--- config.mk ---
export PLATFORM = sky130hd
export DESIGN_NAME = icaf_merge
export DESIGN_NICKNAME = d
export VERILOG_FILES = /design/src/rtl/core/icaf_pkg.sv /design/src/rtl/core/icaf_merge.sv
export SDC_FILE = /design/constraint.sdc
export NUM_CORES = 2
export LEC_CHECK = 0
export BUFFER_PORTS_ARGS = -buffer_cell sky130_fd_sc_hd__buf_2
export CAP_MARGIN = 10
export CORE_MARGIN = 4
export CORE_UTILIZATION = 53
export DETAILED_ROUTE_END_ITERATION = 12
export PLACE_DENSITY = 0.72
export SETUP_SLACK_MARGIN = 0.05
export SYNTH_ARGS = -nofsm -noshare
export SYNTH_HDL_FRONTEND = slang
export SYNTH_SLANG_ARGS = --single-unit
--- constraint.sdc ---
create_clock -name aclk -period 10.3 [get_ports aclk]
set_clock_uncertainty 0.2 [all_clocks]
set_input_delay 1.03 -clock aclk [delete_from_list [all_inputs] [get_ports aclk]]
set_output_delay 1.03 -clock aclk [all_outputs]
set_load 0.03 [all_outputs]
--- src/rtl/core/icaf_pkg.sv ---
`default_nettype none
package icaf_pkg;

    // calibration and cordic sizing
    localparam int CAL_SAMPLES  = 1000;
    localparam int CORDIC_STEPS = 20;
    localparam int CORDIC_ITERS = (CORDIC_STEPS < 32) ? CORDIC_STEPS : 32;
    localparam int CORDIC_CNT_W = $clog2(CORDIC_ITERS + 1);

    // offset = sum / CAL_SAMPLES by reciprocal multiply, exact for 32-bit magnitudes
    localparam int CAL_SHIFT = 32 + $clog2(CAL_SAMPLES);
    localparam logic [33:0] CAL_RECIP =
        34'(((64'd1 << CAL_SHIFT) + 64'(CAL_SAMPLES) - 64'd1) / 64'(CAL_SAMPLES));

    // lane micro-sequence length
    localparam int LANE_STEPS = 10;
    localparam logic [3:0] LANE_LAST = 4'(LANE_STEPS - 1);

    // Q0.16 filter and blend weights
    localparam logic signed [32:0] W_GYRO_NEW = 33'sd52429;
    localparam logic signed [32:0] W_GYRO_OLD = 33'sd13107;
    localparam logic signed [32:0] W_ACC_NEW  = 33'sd6554;
    localparam logic signed [32:0] W_ACC_OLD  = 33'sd58982;
    localparam logic signed [32:0] W_KEEP     = 33'sd64881;
    localparam logic signed [32:0] W_TILT     = 33'sd655;

    localparam logic signed [34:0] PI_Q30 = 35'sd3373259426;

    // input opcodes
    localparam logic OP_MEASURE = 1'b0;
    localparam logic OP_CAL     = 1'b1;

    // configuration register indexes
    typedef enum logic [2:0] {
        CFG_GYRO_SCALE      = 3'd0,
        CFG_ACCEL_SCALE     = 3'd1,
        CFG_SAMPLE_PERIOD   = 3'd2,
        CFG_ACCEL_TOLERANCE = 3'd3,
        CFG_ANGLE_TOLERANCE = 3'd4,
        CFG_RATE_TOLERANCE  = 3'd5
    } cfg_idx_t;

    typedef enum logic [3:0] {
        ST_IDLE,
        ST_CAL,
        ST_LANE_GO,
        ST_LANE_WAIT,
        ST_TILT_GO,
        ST_TILT_WAIT,
        ST_BLEND_GO,
        ST_BLEND_WAIT,
        ST_DONE
    } state_t;

    typedef struct packed {
        logic              opcode;
        logic signed [15:0] accel_x;
        logic signed [15:0] accel_y;
        logic signed [15:0] accel_z;
        logic signed [15:0] gyro_x;
        logic signed [15:0] gyro_y;
        logic signed [15:0] gyro_z;
    } in_t;

    typedef struct packed {
        logic signed [31:0] roll_angle;
        logic signed [31:0] pitch_angle;
        logic signed [31:0] yaw_angle;
        logic signed [31:0] roll_rate;
        logic signed [31:0] pitch_rate;
        logic signed [31:0] yaw_rate;
        logic               is_level;
        logic               rate_zero;
        logic               calibrated;
    } out_t;

    typedef struct packed {
        logic signed [16:0] gyro_delta;
        logic signed [15:0] accel;
        logic signed [31:0] rate_old;
        logic signed [31:0] accel_old;
        logic signed [31:0] angle_old;
        logic [31:0]        gyro_lsb;
        logic [31:0]        accel_lsb;
        logic [31:0]        sample_period;
    } lane_in_t;

    typedef struct packed {
        logic signed [31:0] rate;
        logic signed [31:0] accel;
        logic signed [31:0] angle;
    } lane_out_t;

    typedef struct packed {
        logic signed [31:0] roll_angle;
        logic signed [31:0] pitch_angle;
        logic signed [31:0] roll_tilt;
        logic signed [31:0] pitch_tilt;
        logic               roll_en;
        logic               pitch_en;
    } merge_in_t;

    // round half up after a 16-bit shift, saturate to 32 bits
    function automatic logic signed [31:0] sat_rnd16(input logic signed [65:0] v);
        logic signed [65:0] t;
        t = (v + 66'sd32768) >>> 16;
        if (t > 66'sd2147483647) begin
            return 32'sh7fffffff;
        end else if (t < -66'sd2147483648) begin
            return 32'sh80000000;
        end
        return t[31:0];
    endfunction

    function automatic logic signed [31:0] sat35(input logic signed [34:0] v);
        if (v > 35'sd2147483647) begin
            return 32'sh7fffffff;
        end else if (v < -35'sd2147483648) begin
            return 32'sh80000000;
        end
        return v[31:0];
    endfunction

    // magnitude of a 32-bit signed value, most negative maps to 2^31
    function automatic logic [31:0] mag32(input logic signed [31:0] v);
        return v[31] ? 32'(-v) : v;
    endfunction

    // atan(2^-i) in Q2.30
    function automatic logic signed [34:0] atan_q30(input logic [4:0] i);
        logic signed [34:0] r;
        case (i)
            5'd0:    r = 35'sd843314857;
            5'd1:    r = 35'sd497837829;
            5'd2:    r = 35'sd263043837;
            5'd3:    r = 35'sd133525159;
            5'd4:    r = 35'sd67021687;
            5'd5:    r = 35'sd33543516;
            5'd6:    r = 35'sd16775851;
            5'd7:    r = 35'sd8388437;
            5'd8:    r = 35'sd4194283;
            5'd9:    r = 35'sd2097149;
            5'd31:   r = 35'sd1;
            default: r = 35'sd1 <<< (30 - 32'(i));
        endcase
        return r;
    endfunction

endpackage
`default_nettype wire

--- src/rtl/core/icaf_merge.sv ---
`default_nettype none
module icaf_merge (
    input  wire logic                aclk,
    input  wire logic                aresetn,
    input  wire logic                start,
    input  wire icaf_pkg::merge_in_t merge_in,
    output logic                     done,
    output logic signed [31:0]       roll_out,
    output logic signed [31:0]       pitch_out
);
    import icaf_pkg::*;

    logic               busy_reg;
    logic               done_reg;
    logic [1:0]         step_reg;
    logic signed [32:0] roll_a;
    logic signed [32:0] roll_b;
    logic signed [32:0] pitch_a;
    logic signed [32:0] pitch_b;
    logic signed [65:0] roll_prod_reg;
    logic signed [65:0] pitch_prod_reg;
    logic signed [65:0] roll_acc_reg;
    logic signed [65:0] pitch_acc_reg;
    logic signed [31:0] roll_reg;
    logic signed [31:0] pitch_reg;

    always_ff @(posedge aclk) begin
        if (!aresetn) begin
            busy_reg <= 1'b0;
            done_reg <= 1'b0;
            step_reg <= '0;
        end else begin
            done_reg <= busy_reg && (step_reg == 2'd2);
            if (start) begin
                busy_reg <= 1'b1;
                step_reg <= '0;
            end else if (busy_reg) begin
                step_reg <= step_reg + 2'd1;
                if (step_reg == 2'd2) begin
                    busy_reg <= 1'b0;
                end
            end
        end
    end

    // keep weight on the integrated angle first, then tilt weight
    always_comb begin
        if (step_reg == 2'd0) begin
            roll_a  = 33'(merge_in.roll_angle);
            pitch_a = 33'(merge_in.pitch_angle);
            roll_b  = W_KEEP;
            pitch_b = W_KEEP;
        end else begin
            roll_a  = 33'(merge_in.roll_tilt);
            pitch_a = 33'(merge_in.pitch_tilt);
            roll_b  = W_TILT;
            pitch_b = W_TILT;
        end
    end

    always_ff @(posedge aclk) begin
        roll_prod_reg  <= roll_a * roll_b;
        pitch_prod_reg <= pitch_a * pitch_b;
        if (busy_reg && step_reg == 2'd1) begin
            roll_acc_reg  <= roll_prod_reg;
            pitch_acc_reg <= pitch_prod_reg;
        end
        if (busy_reg && step_reg == 2'd2) begin
            roll_reg  <= merge_in.roll_en ? sat_rnd16(roll_acc_reg + roll_prod_reg)
                                          : merge_in.roll_angle;
            pitch_reg <= merge_in.pitch_en ? sat_rnd16(pitch_acc_reg + pitch_prod_reg)
                                           : merge_in.pitch_angle;
        end
    end

    assign done      = done_reg;
    assign roll_out  = roll_reg;
    assign pitch_out = pitch_reg;

endmodule
`default_nettype wire

==> results.cfg <==
[sta]
max_freq_mhz = 112
finalCritPeriodShare_pct = 86.6
rsz0062_at_grt = false
finalHoldViolCount = 0
slew_viol_final = 0
worst_pin_slew_ns = 1.23
slew_headroom_pct = 17.7
setup_viol = 0
period_needed_ns = 8.92
tns_ns = 0

[clock_tree]
clk_path_buf_depth = 3
cts_resized = 0
insertion_delay_ns = 0.56
clk_pin_slew_ns = 0.06
numCtsBuffers = 35
clock-sinks = 268
tritoncts = done
htree_levels = 2
cts_root_buffer = clkbuf_16
cts_hold_buf = 0
post_cts_buffers = 0

[yosys]
yosysSeqAreaShare_pct = 16.1
synth_edf_count = 164
ys.warnings.count = 0
ys_ff_latch = 268
synth_cells = 4509
synth.avg_cell_area_sq_um = 9.63
syn-cell-area_sq_um = 43400
synthArstFlopShare_pct = 0
ys.flop_type = edfxtp_1
synth_cell_types = 78

[global_routing]
grt_max_degree = 74
grt-ovfl-total = 0
grt_pass1_wl_microns = 173000
grtUsageTotal_pct = 25.5
antenna_found_initial = 6
first_global_vias = 32200

[hold_path]
min_path_type = flip-flop to flip-flop

[cells_and_area]
nFillCells = 7063
nNetsFinal = 6026
final_cell_mix = 1107 x inv_1, 708 x fa_1, 581 x ha_1
area_delta_synth_final_pct = 6.76
final_common_cell = inv_1
drive_gt1_share_pct = 7.37

[job]
maxCapViolations = 0

[detailed_routing]
drt-total-wl_microns = 108000
via_count = 30900
first_iter_violations = 1958
ant_nets = 0
wire_per_inst_microns = 19.0
viasPerCell = 5.42
first_pass_iters = 5
drc = 0

[floorplan]
initial_core_util_pct = 53.7
core_sq_um = 80800
die-area_sq_um = 86600
die_w_microns = 294
dieHeight_microns = 294
num_rows = 104
design.portCount = 198

[setup_path]
cpMaxStageDelayCell = a211oi_1
cpPeakStageDelay_ns = 0.78
cp-start-kind = flip-flop
critPathTopFamily = adder cells
cp_max_fo = 73
required_ns = 10.51
path_buf_inv = 6
arrival_ns = 9.13
endpoint_kind = flip-flop
path_class = flip-flop to flip-flop

[placed_design]
port_buffers = 197
place_hpwl_microns = 93800
gp_congestion = 0.971

[outcome]
status = complete, no violations
## layout make-up
class / count / area (sq um) / area share (%)
Tap cell: 1060 / 1330 / 2.86
Clock buffer: 45 / 963 / 2.08
Clock inverter: 16 / 126 / 0.273
Inverter: 1107 / 4160 / 8.96
Multi-Input combinational cell: 2981 / 31700 / 68.3
Timing Repair Buffer: 210 / 1100 / 2.36
Antenna cell: 4 / 10.0 / 0.0216
Sequential cell: 268 / 7010 / 15.1
## Yosys cell counts, types with 11 or more instances
| cell type | number | area share (%) |
|---|---|---|
| dfxtp_1 | 104 | 4.8 |
| and2_1 | 92 | 1.3 |
| nor2b_1 | 74 | 1.1 |
| o211ai_1 | 12 | 0.21 |
| and3_1 | 24 | 0.35 |
| or2_2 | 40 | 0.58 |
| fa_1 | 708 | 33 |
| edfxtp_1 | 164 | 11 |
| nand3_1 | 30 | 0.35 |
| nor3_1 | 30 | 0.35 |
| ha_1 | 582 | 17 |
| a211oi_1 | 14 | 0.24 |
| xnor2_1 | 111 | 2.2 |
| a31oi_1 | 15 | 0.22 |
| o21a_1 | 22 | 0.38 |
| o21bai_1 | 34 | 0.59 |
| xor2_1 | 81 | 1.6 |
| clkbuf_1 | 146 | 1.3 |
| a21o_1 | 71 | 1.2 |
| inv_1 | 1107 | 9.6 |
| o21ai_0 | 112 | 1.3 |
| a21boi_0 | 11 | 0.19 |
| a221o_1 | 35 | 0.81 |
| o22ai_2 | 18 | 0.52 |
| nand2_1 | 265 | 2.3 |
| nand2b_1 | 61 | 0.88 |
| nor2_1 | 195 | 1.7 |
| nand4_1 | 31 | 0.45 |
| a21oi_1 | 185 | 2.1 |
## final timing paths
kind	start	end	slack [ns]	cells after the start
min reg2reg	roll_prod_reg[15]	roll_acc_reg[15]	0.23	0
max	step_reg[0]	roll_prod_reg[64]	1.38	25
max reg2reg	step_reg[0]	roll_prod_reg[64]	1.38	25
min	roll_prod_reg[15]	roll_acc_reg[15]	0.23	0
## metal layers
metal  global-route usage [%]  vias to the layer above  share of wire (%)
met5                        0                        -              0.043
met3                     2.91                      191                4.9
met2                     42.8                      826                 48
li1                         -                    14400                  -
met4                     8.77                        6                4.0
met1                     34.6                    15400                 43
## cell families after synthesis
logic type	after synthesis	synth area share, %
and+or+nand+nor	872	9.87
buffers and inverters	1261	11.0
DFF	268	16.1
xor gates and xnor gates	192	3.87
other	2	0.0173
muxes	3	0.0720
adders and majority gates	1290	49.4
AOI/OAI and AO/OA	621	9.64
## stage by stage
stage                     setup slack [ns]  instance area, sq um  hold slack (ns)  std cells  utilization, %
after floorplan                       2.97                 43400            0.208       4510               -
after global placement                1.87                 45300            0.213       5626            56.0
after detailed placement              1.74                 45300            0.221       5626            56.0
after CTS                             1.63                 46300            0.235       5687            57.4
after global routing                  1.10                 46300            0.238       5687            57.4
final                                 1.38                 46400            0.232       5691            57.4
Power is left out: the tool's default activity adds up to more than one toggle a clock period on the data nets, which glitch-free logic cannot reach.
