===== src/rtl/core/icaf_pkg.sv =====
`default_nettype none
package icaf_pkg;

    // calibration and cordic sizing
    localparam int CAL_SAMPLES  = 1000;
    localparam int CORDIC_STEPS = 20;
    localparam int CORDIC_ITERS = (CORDIC_STEPS < 32) ? CORDIC_STEPS : 32;
    localparam int CORDIC_CNT_W = $clog2(CORDIC_ITERS + 1);

    // offset = sum / CAL_SAMPLES by reciprocal multiply, exact for 32-bit magnitudes
    localparam int CAL_SHIFT = 32 + $clog2(CAL_SAMPLES);
    localparam logic [33:0] CAL_RECIP =
        34'(((64'd1 << CAL_SHIFT) + 64'(CAL_SAMPLES) - 64'd1) / 64'(CAL_SAMPLES));

    // lane micro-sequence length
    localparam int LANE_STEPS = 10;
    localparam logic [3:0] LANE_LAST = 4'(LANE_STEPS - 1);

    // Q0.16 filter and blend weights
    localparam logic signed [32:0] W_GYRO_NEW = 33'sd52429;
    localparam logic signed [32:0] W_GYRO_OLD = 33'sd13107;
    localparam logic signed [32:0] W_ACC_NEW  = 33'sd6554;
    localparam logic signed [32:0] W_ACC_OLD  = 33'sd58982;
    localparam logic signed [32:0] W_KEEP     = 33'sd64881;
    localparam logic signed [32:0] W_TILT     = 33'sd655;

    localparam logic signed [34:0] PI_Q30 = 35'sd3373259426;

    // input opcodes
    localparam logic OP_MEASURE = 1'b0;
    localparam logic OP_CAL     = 1'b1;

    // configuration register indexes
    typedef enum logic [2:0] {
        CFG_GYRO_SCALE      = 3'd0,
        CFG_ACCEL_SCALE     = 3'd1,
        CFG_SAMPLE_PERIOD   = 3'd2,
        CFG_ACCEL_TOLERANCE = 3'd3,
        CFG_ANGLE_TOLERANCE = 3'd4,
        CFG_RATE_TOLERANCE  = 3'd5
    } cfg_idx_t;

    typedef enum logic [3:0] {
        ST_IDLE,
        ST_CAL,
        ST_LANE_GO,
        ST_LANE_WAIT,
        ST_TILT_GO,
        ST_TILT_WAIT,
        ST_BLEND_GO,
        ST_BLEND_WAIT,
        ST_DONE
    } state_t;

    typedef struct packed {
        logic              opcode;
        logic signed [15:0] accel_x;
        logic signed [15:0] accel_y;
        logic signed [15:0] accel_z;
        logic signed [15:0] gyro_x;
        logic signed [15:0] gyro_y;
        logic signed [15:0] gyro_z;
    } in_t;

    typedef struct packed {
        logic signed [31:0] roll_angle;
        logic signed [31:0] pitch_angle;
        logic signed [31:0] yaw_angle;
        logic signed [31:0] roll_rate;
        logic signed [31:0] pitch_rate;
        logic signed [31:0] yaw_rate;
        logic               is_level;
        logic               rate_zero;
        logic               calibrated;
    } out_t;

    typedef struct packed {
        logic signed [16:0] gyro_delta;
        logic signed [15:0] accel;
        logic signed [31:0] rate_old;
        logic signed [31:0] accel_old;
        logic signed [31:0] angle_old;
        logic [31:0]        gyro_lsb;
        logic [31:0]        accel_lsb;
        logic [31:0]        sample_period;
    } lane_in_t;

    typedef struct packed {
        logic signed [31:0] rate;
        logic signed [31:0] accel;
        logic signed [31:0] angle;
    } lane_out_t;

    typedef struct packed {
        logic signed [31:0] roll_angle;
        logic signed [31:0] pitch_angle;
        logic signed [31:0] roll_tilt;
        logic signed [31:0] pitch_tilt;
        logic               roll_en;
        logic               pitch_en;
    } merge_in_t;

    // round half up after a 16-bit shift, saturate to 32 bits
    function automatic logic signed [31:0] sat_rnd16(input logic signed [65:0] v);
        logic signed [65:0] t;
        t = (v + 66'sd32768) >>> 16;
        if (t > 66'sd2147483647) begin
            return 32'sh7fffffff;
        end else if (t < -66'sd2147483648) begin
            return 32'sh80000000;
        end
        return t[31:0];
    endfunction

    function automatic logic signed [31:0] sat35(input logic signed [34:0] v);
        if (v > 35'sd2147483647) begin
            return 32'sh7fffffff;
        end else if (v < -35'sd2147483648) begin
            return 32'sh80000000;
        end
        return v[31:0];
    endfunction

    // magnitude of a 32-bit signed value, most negative maps to 2^31
    function automatic logic [31:0] mag32(input logic signed [31:0] v);
        return v[31] ? 32'(-v) : v;
    endfunction

    // atan(2^-i) in Q2.30
    function automatic logic signed [34:0] atan_q30(input logic [4:0] i);
        logic signed [34:0] r;
        case (i)
            5'd0:    r = 35'sd843314857;
            5'd1:    r = 35'sd497837829;
            5'd2:    r = 35'sd263043837;
            5'd3:    r = 35'sd133525159;
            5'd4:    r = 35'sd67021687;
            5'd5:    r = 35'sd33543516;
            5'd6:    r = 35'sd16775851;
            5'd7:    r = 35'sd8388437;
            5'd8:    r = 35'sd4194283;
            5'd9:    r = 35'sd2097149;
            5'd31:   r = 35'sd1;
            default: r = 35'sd1 <<< (30 - 32'(i));
        endcase
        return r;
    endfunction

endpackage
`default_nettype wire


===== src/rtl/core/icaf_cordic.sv =====
`default_nettype none
module icaf_cordic (
    input  wire logic               aclk,
    input  wire logic               aresetn,
    input  wire logic               start,
    input  wire logic signed [32:0] y_in,
    input  wire logic signed [32:0] x_in,
    output logic                    done,
    output logic signed [31:0]      angle
);
    import icaf_pkg::*;

    logic                    busy_reg;
    logic                    done_reg;
    logic [CORDIC_CNT_W-1:0] iter_reg;
    logic                    zero_reg;
    logic signed [55:0]      x_reg;
    logic signed [55:0]      y_reg;
    logic signed [34:0]      z_reg;
    logic signed [32:0]      xf;
    logic signed [32:0]      yf;
    logic signed [34:0]      zf;
    logic signed [55:0]      xs;
    logic signed [55:0]      ys;
    logic signed [34:0]      a_step;
    logic signed [34:0]      z_rnd;

    // fold a negative x by +-pi
    always_comb begin
        if (x_in[32]) begin
            xf = -x_in;
            yf = -y_in;
            zf = y_in[32] ? -PI_Q30 : PI_Q30;
        end else begin
            xf = x_in;
            yf = y_in;
            zf = '0;
        end
    end

    assign xs     = x_reg >>> iter_reg;
    assign ys     = y_reg >>> iter_reg;
    assign a_step = atan_q30(5'(iter_reg));

    always_ff @(posedge aclk) begin
        if (!aresetn) begin
            busy_reg <= 1'b0;
            done_reg <= 1'b0;
            iter_reg <= '0;
        end else begin
            done_reg <= busy_reg && (iter_reg == CORDIC_CNT_W'(CORDIC_ITERS - 1));
            if (start) begin
                busy_reg <= 1'b1;
                iter_reg <= '0;
            end else if (busy_reg) begin
                iter_reg <= iter_reg + 1'b1;
                if (iter_reg == CORDIC_CNT_W'(CORDIC_ITERS - 1)) begin
                    busy_reg <= 1'b0;
                end
            end
        end
    end

    // one vectoring rotation per cycle
    always_ff @(posedge aclk) begin
        if (start) begin
            x_reg    <= 56'(xf) <<< 20;
            y_reg    <= 56'(yf) <<< 20;
            z_reg    <= zf;
            zero_reg <= (x_in == '0) && (y_in == '0);
        end else if (busy_reg) begin
            if (!y_reg[55]) begin
                x_reg <= x_reg + ys;
                y_reg <= y_reg - xs;
                z_reg <= z_reg + a_step;
            end else begin
                x_reg <= x_reg - ys;
                y_reg <= y_reg + xs;
                z_reg <= z_reg - a_step;
            end
        end
    end

    assign z_rnd = (z_reg + 35'sd8192) >>> 14;
    assign done  = done_reg;
    assign angle = zero_reg ? 32'sd0 : 32'(z_rnd);

endmodule
`default_nettype wire


===== config.mk =====
export PLATFORM = sky130hd
export DESIGN_NAME = icaf_cordic
export DESIGN_NICKNAME = d
export VERILOG_FILES = /design/src/rtl/core/icaf_pkg.sv /design/src/rtl/core/icaf_cordic.sv
export SDC_FILE = /design/constraint.sdc
export NUM_CORES = 1
export LEC_CHECK = 0
export CAP_MARGIN = 25
export CORE_MARGIN = 3
export CORE_UTILIZATION = 35
export DETAILED_ROUTE_END_ITERATION = 7
export DONT_BUFFER_PORTS = 1
export PLACE_DENSITY_LB_ADDON = 0.12
export SLEW_MARGIN = 20
export SYNTH_ARGS = -nofsm -noshare
export SYNTH_HDL_FRONTEND = slang
export SYNTH_SLANG_ARGS = --single-unit

===== constraint.sdc =====
create_clock -name aclk -period 13.15 [get_ports aclk]
set_input_delay 2.63 -clock aclk [delete_from_list [all_inputs] [get_ports aclk]]
set_output_delay 2.63 -clock aclk [all_outputs]
set_load 0.005 [all_outputs]

==> results.txt, run 1 <==
Critical path start-end classification - register to register
Register bit count reported by yosys - 155
Sequential cell area fraction in the yosys report - 0.1415
Status - finished clean
Clk Latency, worst-skew pair - 530 ps
Die area - 87990 um^2
Hold Vio Cnt, Final - 0
Fraction of layout cells with a size suffix above 1 - 0.1062
Detailed Routing Iterations Pass 1 - 5
Avg Cell Area, Syn - 8.082 um^2
Number of sinks handled by clock tree synthesis - 155
Final critical-path setup slack - 3749 ps
IR drop worst, VDD - 97.42 uV
Clock-pin slew of the registers on the worst-case setup and hold paths - 90 ps
Worst hold-check slack - 510.6 ps
Power share of the clock group - 0.091
Final core occ - 0.3706
Clock tree from TritonCTS - done
Fraction of power consumed by combinational cells - 0.739
Cell area after technology mapping - 29560 um^2
H-tree lvl count - 4
Proportion of total power due to net switching - 0.5418
Total power per unit cell area - 195.9 nW/um^2
Final clock skew - 26.80 ps
Critical path peak fanout - 121
Pin count of the biggest net entering global routing - 158
Count of input and output buffers - 0
Final routed wirelength across all metal layers - 129800 um
Post-detailed-route wirelength per cell - 28.22 um
Commonest non-fill, non-tap cell in the layout - nor2_1
Worst path required time - 13420 ps
Net total in the final layout - 3690
Max-cap violations - 0
Leftover overflow at the end of global routing - 0
Post-CTS Hold Fix Bufs - 0
Transition time at the pin with the least slew margin - 1108 ps
Portion of the clock cycle consumed by the worst path in the final layout - 0.7149
Die width - 296.6 um
Total via count in the routed design - 29860
Predominant post-synthesis flop cell - edfxtp_1
Total Neg Setup Slack - 0 ps
Initial cell density of the core - 0.3566
Count of final setup violators - 0
Worst slack at placement - 4054 ps
Root Buffer Master - clkbuf_16
Final max-slew violation count - 0
1st-iter DRT viols - 3331
Area inside the core boundary - 82900 um^2
Type of element launching the critical path - register
Post-CTS Repair Setup Buffers - 0
Min cycle time layout - 9401 ps
Routability Congestion - 0.9935
Detail-routed via count per cell - 6.491
Via count of the first global-routing pass - 27900
IO Pins - 102
Deepest clock path buffer count - 2
Number of rows created at floorplan - 105
Commonest cells after routing, fill and taps aside - nor2_1, nand2_1, a21oi_1
Dpl hpwl - 99260 um
Post-synthesis cell count - 3658
Total Routing Usage GR - 0.2883
Max Clock Freq - 106.4 MHz
Number of enable-type register cells in the synthesized netlist - 108
Lkg Pwr - 11.18 nW
Antenna violation net count after detailed routing - 0
Area overhead of the layout relative to synthesis - 3.911%
Post-Synthesis Net Count - 3885
Worst Path Arrival - 9670 ps
Synthesis warning total - 0
Switching pwr - 3.261 mW
Final Power - 6.019 mW
Number of antenna violations at the first check in global routing - 2
Ys async rst share - 0
Post-cts repair resize count - 0
HP Class - register to register
Sequential share of power - 0.170
Int Pwr - 2.758 mW
Worst setup path startpoint - iter_reg[0]
Critical path endpoint category - register
Die outline height - 296.6 um
Startpoint of the most critical hold path - x_reg[0]
Setup repair after global routing missed its margin - false
DRC viols - 0
Relative slew margins - 0.2595
Global-route wire length before repair - 190400 um
Count of cell types in the netlist - 99
R2R Path Start - iter_reg[0]
Number of CTS-inserted buffers - 17
[power by group through the flow]
stage               Clock [mW]  Combinational (mW)  Sequential [mW]
finish                   0.548                4.45             1.02
global route             0.571                4.85             1.04
CTS                      0.561                4.38             1.01
detailed placement           0                4.35             1.02
global placement             0                4.38             1.02
floorplan                    0                3.30            0.850
[through the flow]
stage	instance area (um^2)	std cells
floorplan	29560	3658
global placement	30130	4564
detailed placement	30150	4566
CTS	30710	4598
global route	30720	4599
finish	30720	4600
[worst paths after layout]
| check | end | slack [ps] | cells past startpoint |
|---|---|---|---|
| setup reg to reg | y_reg[53] | 3750 | 24 |
| hold reg to reg | x_reg[0] | 510 | 2 |
| setup / recovery | y_reg[53] | 3750 | 24 |
| hold / removal | x_reg[0] | 510 | 2 |
[cells in the mapped netlist (all sizes together) (84+ instances only)]
master	number	area share
a21oi	298	0.050
nor3	84	0.014
mux2i	168	0.057
xor2	154	0.046
mux2	97	0.037
nor2	319	0.041
buf	126	0.026
ha	155	0.066
nand2	301	0.038
edfxtp	108	0.11
mux4	144	0.11
o21ai	224	0.038
clkbuf	135	0.017
xnor2	175	0.052
[logic make-up after synthesis]
family / count (synthesis) / share of synthesized area
AND/OR/NAND/NOR: 1118 / 0.1846
adder cells (fa/ha/maj): 158 / 0.06763
AO/OA/AOI/OAI: 1144 / 0.2512
buffers and inverters: 345 / 0.05405
multiplexers: 409 / 0.2035
flip-flops: 155 / 0.1415
XOR/XNOR: 329 / 0.09747
[worst max-delay path: stages (launching register included)]
cell and delay (ps):
dfxtp_4 620, buf_4 590, buf_12 570, nor2_1 360
a222oi_1 810, mux2i_1 370, a211oi_1 700, and4b_1 360
nand4_1 350, nor3_2 440, nand2_1 110, nor4_1 560
nor2_1 110, xor2_1 180, ha_1 420, and3_1 230
nand4_1 170, a2111oi_0 500, or4_1 230, nor3_1 60
a21oi_1 490, a21boi_0 240, o21ai_0 260, xnor2_1 140
o21ai_0 80
[metal layers]
| layer | vias up | track usage | wire length (um) |
|---|---|---|---|
| met4 | 2 | 0.1169 | 5435 |
| met3 | 225 | 0.04502 | 10030 |
| met2 | 1424 | 0.4533 | 57930 |
| met1 | 14640 | 0.3953 | 56410 |
| li1 | 13560 | - | - |
| met5 | - | 0 | 8 |
[final cells by class]
cell class	instances	area, um^2
fill	8734	52180
multi-input combinational	3158	23820
sequential	155	4204
tap	1123	1405
clock buffer	18	429.2
timing repair buffer	47	410.4
inverter	84	317.8
clock inverter	14	132.6
antenna	1	2.502
Power figures use the tool's default switching activity.
==> run 2: changes to the inputs <==
--- a/config.mk
+++ b/config.mk
@@ -5,6 +5,7 @@
 export SDC_FILE = /design/constraint.sdc
 export NUM_CORES = 1
 export LEC_CHECK = 0
+export ABC_AREA = 1
 export CAP_MARGIN = 25
 export CORE_MARGIN = 3
 export CORE_UTILIZATION = 35
==> constraint.sdc (replaced) <==
create_clock -name aclk -period 9.4 [get_ports aclk]
set_input_delay 1.88 -clock aclk [delete_from_list [all_inputs] [get_ports aclk]]
set_output_delay 1.88 -clock aclk [all_outputs]
set_load 0.005 [all_outputs]
==> run 2 against run 1 <==
  * Worst hold slack about the same
  * Final cell count grew 29%
  * Register-to-register slack lost 1800 ps
  * Clock power grew 29%
  * Critical path type unchanged
  * Largest cell class unchanged
  * Highest routed layer unchanged
==> results.txt, run 2 <==
Count of final setup violators - 0 (unchanged)
GR met3 Demand/Resource - 0.03867 (-0.006353)
Final max-slew violation count - 0 (unchanged)
Commonest non-fill, non-tap cell in the layout - nand2_1
IO Pins - 102 (unchanged)
Register bit count reported by yosys - 155 (unchanged)
CP max-delay cell - buf_4
Number of antenna violations at the first check in global routing - 3 (+1)
Final core occ - 0.3697 (-0.0008980)
Proportion of total power due to net switching - 0.5965 (+0.05473)
Share of Yosys cell area claimed by the top area cell type - 0.1775 (+0.06781)
Cell depth of the worst hold path - 2 (unchanged)
Clock tree from TritonCTS - done
Clk Latency, worst-skew pair - 530 ps (about the same)
Max-cap violations - 0 (unchanged)
Most Used Layer, Global Route - met2
Clock-pin slew of the registers on the worst-case setup and hold paths - 70 ps (-20 ps)
Pin count of the biggest net entering global routing - 87 (-45%)
Number of CTS-inserted buffers - 17 (unchanged)
Final routed wirelength across all metal layers - 126500 um (-2.5%)
Int Pwr - 3.204 mW (+16%)
Post-CTS Repair Setup Buffers - 0 (unchanged)
Total Neg Setup Slack - 0 ps (unchanged)
Number of rows created at floorplan - 103 (-1.9%)
Antenna violation net count after detailed routing - 0 (unchanged)
Count of cell types in the netlist - 60 (-39%)
Area overhead of the layout relative to synthesis - 3.825% (about the same)
Startpoint of the most critical hold path - y_reg[0]
Worst path required time - 9650 ps (-3770 ps)
Transition time at the pin with the least slew margin - 996.5 ps (-111.3 ps)
Top cells by area in the synthesized netlist - nand2_1, nand3_1, edfxtp_1
Total via count in the routed design - 33190 (+11%)
Dpl hpwl - 103100 um (+3.9%)
Setup repair after global routing missed its margin - false
Top cells by instance count after synthesis - nand2_1, nand3_1, nor2_1
Total Routing Usage GR - 0.2902 (+0.001885)
Most frequent cell on the critical path - nand2_1
Depth of the most critical reg-to-reg path - 29 (+21%)
Ys async rst share - 0 (unchanged)
Hold Vio Cnt, Final - 0 (unchanged)
Post-cts repair resize count - 0 (unchanged)
Global-route track usage on met2 - 0.4682 (+0.01492)
H-tree lvl count - 4 (unchanged)
Fraction of power consumed by combinational cells - 0.749 (+0.010)
Power share of the clock group - 0.089 (-0.002)
Lkg Pwr - 13.56 nW (+21%)
Area inside the core boundary - 79640 um^2 (-3.9%)
Total power per unit cell area - 269.7 nW/um^2 (+38%)
Register-to-register setup slack - 1980 ps (-1760 ps)
Routability Congestion - 0.9899 (-0.36%)
1st-iter DRT viols - 3448 (+3.5%)
Leftover overflow at the end of global routing - 0 (unchanged)
Post-synthesis cell count - 5020 (+37%)
Initial cell density of the core - 0.3560 (-0.0005723)
Critical path peak fanout - 78 (-36%)
Detail-routed via count per cell - 5.596 (-14%)
Min cycle time layout - 7416 ps (-1985 ps)
HP Class - register to register
Relative slew margins - 0.3332 (+0.07370)
DRC viols - 0 (unchanged)
Post-detailed-route wirelength per cell - 21.33 um (-24%)
Post-CTS Hold Fix Bufs - 0 (unchanged)
Number of fill cells in the layout - 9175 (+5.0%)
Number of enable-type register cells in the synthesized netlist - 108 (unchanged)
Synthesis warning total - 0 (unchanged)
Largest stage delay on the critical path - 750 ps (-60 ps)
Switching pwr - 4.736 mW (+45%)
Worst Path Arrival - 7670 ps (-2000 ps)
Root Buffer Master - clkbuf_16
Most area-hungry cell type in the Yosys netlist - nand2_1
Net total in the final layout - 5094 (+38%)
Worst hold-check slack - 510.7 ps (+0.03700 ps)
Multi-input logic area - 21360 um^2 (-10%)
IR drop worst, VDD - 141.2 uV (+45%)
Status - finished clean
Critical path endpoint category - register
Via count of the first global-routing pass - 30700 (+10%)
Deepest clock path buffer count - 2 (unchanged)
Predominant post-synthesis flop cell - edfxtp_1
Sequential share of power - 0.162 (-0.008)
Die outline height - 290.6 um (-2.0%)
Portion of the clock cycle consumed by the worst path in the final layout - 0.7889 (+0.07403)
Number of sinks handled by clock tree synthesis - 155 (unchanged)
GRT met1 Usage - 0.4027 (+0.007392)
Type of element launching the critical path - register
R2R Path Start - iter_reg[1]
Sequential cell area fraction in the yosys report - 0.1475 (+0.006020)
Critical path start-end classification - register to register
Detailed Routing Iterations Pass 1 - 6 (+1)
Global-route wire length before repair - 191100 um (+0.39%)
Area occupied by registers - 4198 um^2 (-0.15%)
Die area - 84470 um^2 (-4.0%)
Count of input and output buffers - 0 (unchanged)
Cell area after technology mapping - 28360 um^2 (-4.1%)
Commonest cells after routing, fill and taps aside - nand2_1, nand3_1, nor2_1
Fraction of layout cells with a size suffix above 1 - 0.03770 (-0.06845)
Post-Synthesis Net Count - 5247 (+35%)
Final clock skew - 21.17 ps (-5.638 ps)
Worst Hold Endpoint - y_reg[0]
Leading cell type by number of instances after synthesis - nand2_1
Max Clock Freq - 134.8 MHz (+27%)
Die width - 290.6 um (-2.0%)
FF-to-FF End - x_reg[39]
Avg Cell Area, Syn - 5.649 um^2 (-30%)
[run 2: kinds of logic after synthesis]
logic type | after synthesis | synth area share
AO/OA/AOI/OAI | 877 | 0.1720
buffers and inverters | 684 | 0.1001
AND/OR/NAND/NOR | 2960 | 0.4518
adder cells (fa/ha/maj) | 158 | 0.07051
XOR/XNOR | 186 | 0.05811
flip-flops | 155 | 0.1475
[run 2: through the flow]
step / setup WS [ps] / cells / area [um^2] / power, mW
2_1_floorplan: 4144 / 5020 / 28360 / 5.386
3_3_place_gp: 1772 / 5896 / 28880 / 7.169
3_5_place_dp: 2259 / 5898 / 28900 / 7.128
4_1_cts: 2208 / 5930 / 29440 / 7.874
5_1_grt: 1572 / 5930 / 29440 / 8.661
6_report: 1984 / 5931 / 29440 / 7.941
[run 2: layout make-up]
class,count,area share
Inverter,486,0.06239
Clock buffer,18,0.01458
Timing Repair Buffer,26,0.006545
Clock inverter,14,0.003697
Sequential cell,155,0.1426
Multi-Input combinational cell,4181,0.7255
Antenna cell,1,0.00008499
Tap cell,1050,0.04462
[run 2: layer usage]
metal / up-vias / wire, um
met4: 2 / 3710
met3: 128 / 8031
li1: 16600 / -
met2: 1119 / 57110
met5: - / 8
met1: 15340 / 57670
[run 2: worst max path at each step]
stage	from	slack (ps)	cells past startpoint	end
after floorplan	start	4140	4	x_reg[20]
after global routing	iter_reg[1]	1570	29	x_reg[39]
after global placement	iter_reg[1]	1770	28	x_reg[50]
final	iter_reg[1]	1980	29	x_reg[39]
after detailed placement	iter_reg[1]	2260	29	x_reg[39]
after CTS	iter_reg[1]	2210	29	x_reg[39]
[run 2: power by group through the flow]
| stage | registers (mW) | logic, mW | clock network (mW) |
|---|---|---|---|
| 2_1_floorplan | 1.11 | 4.28 | 0 |
| 3_3_place_gp | 1.31 | 5.86 | 0 |
| 3_5_place_dp | 1.30 | 5.82 | 0 |
| 4_1_cts | 1.29 | 5.86 | 0.727 |
| 5_1_grt | 1.30 | 6.62 | 0.742 |
| 6_report | 1.29 | 5.95 | 0.706 |
[run 2: critical path: cells and delay by family (launching register included)]
kind	cells	cell delay [ps]
xor+xnor	1	320
buf+inv	4	1070
simple gates	15	2320
fa+ha+maj	2	670
flops	1	640
compound gates	7	2030
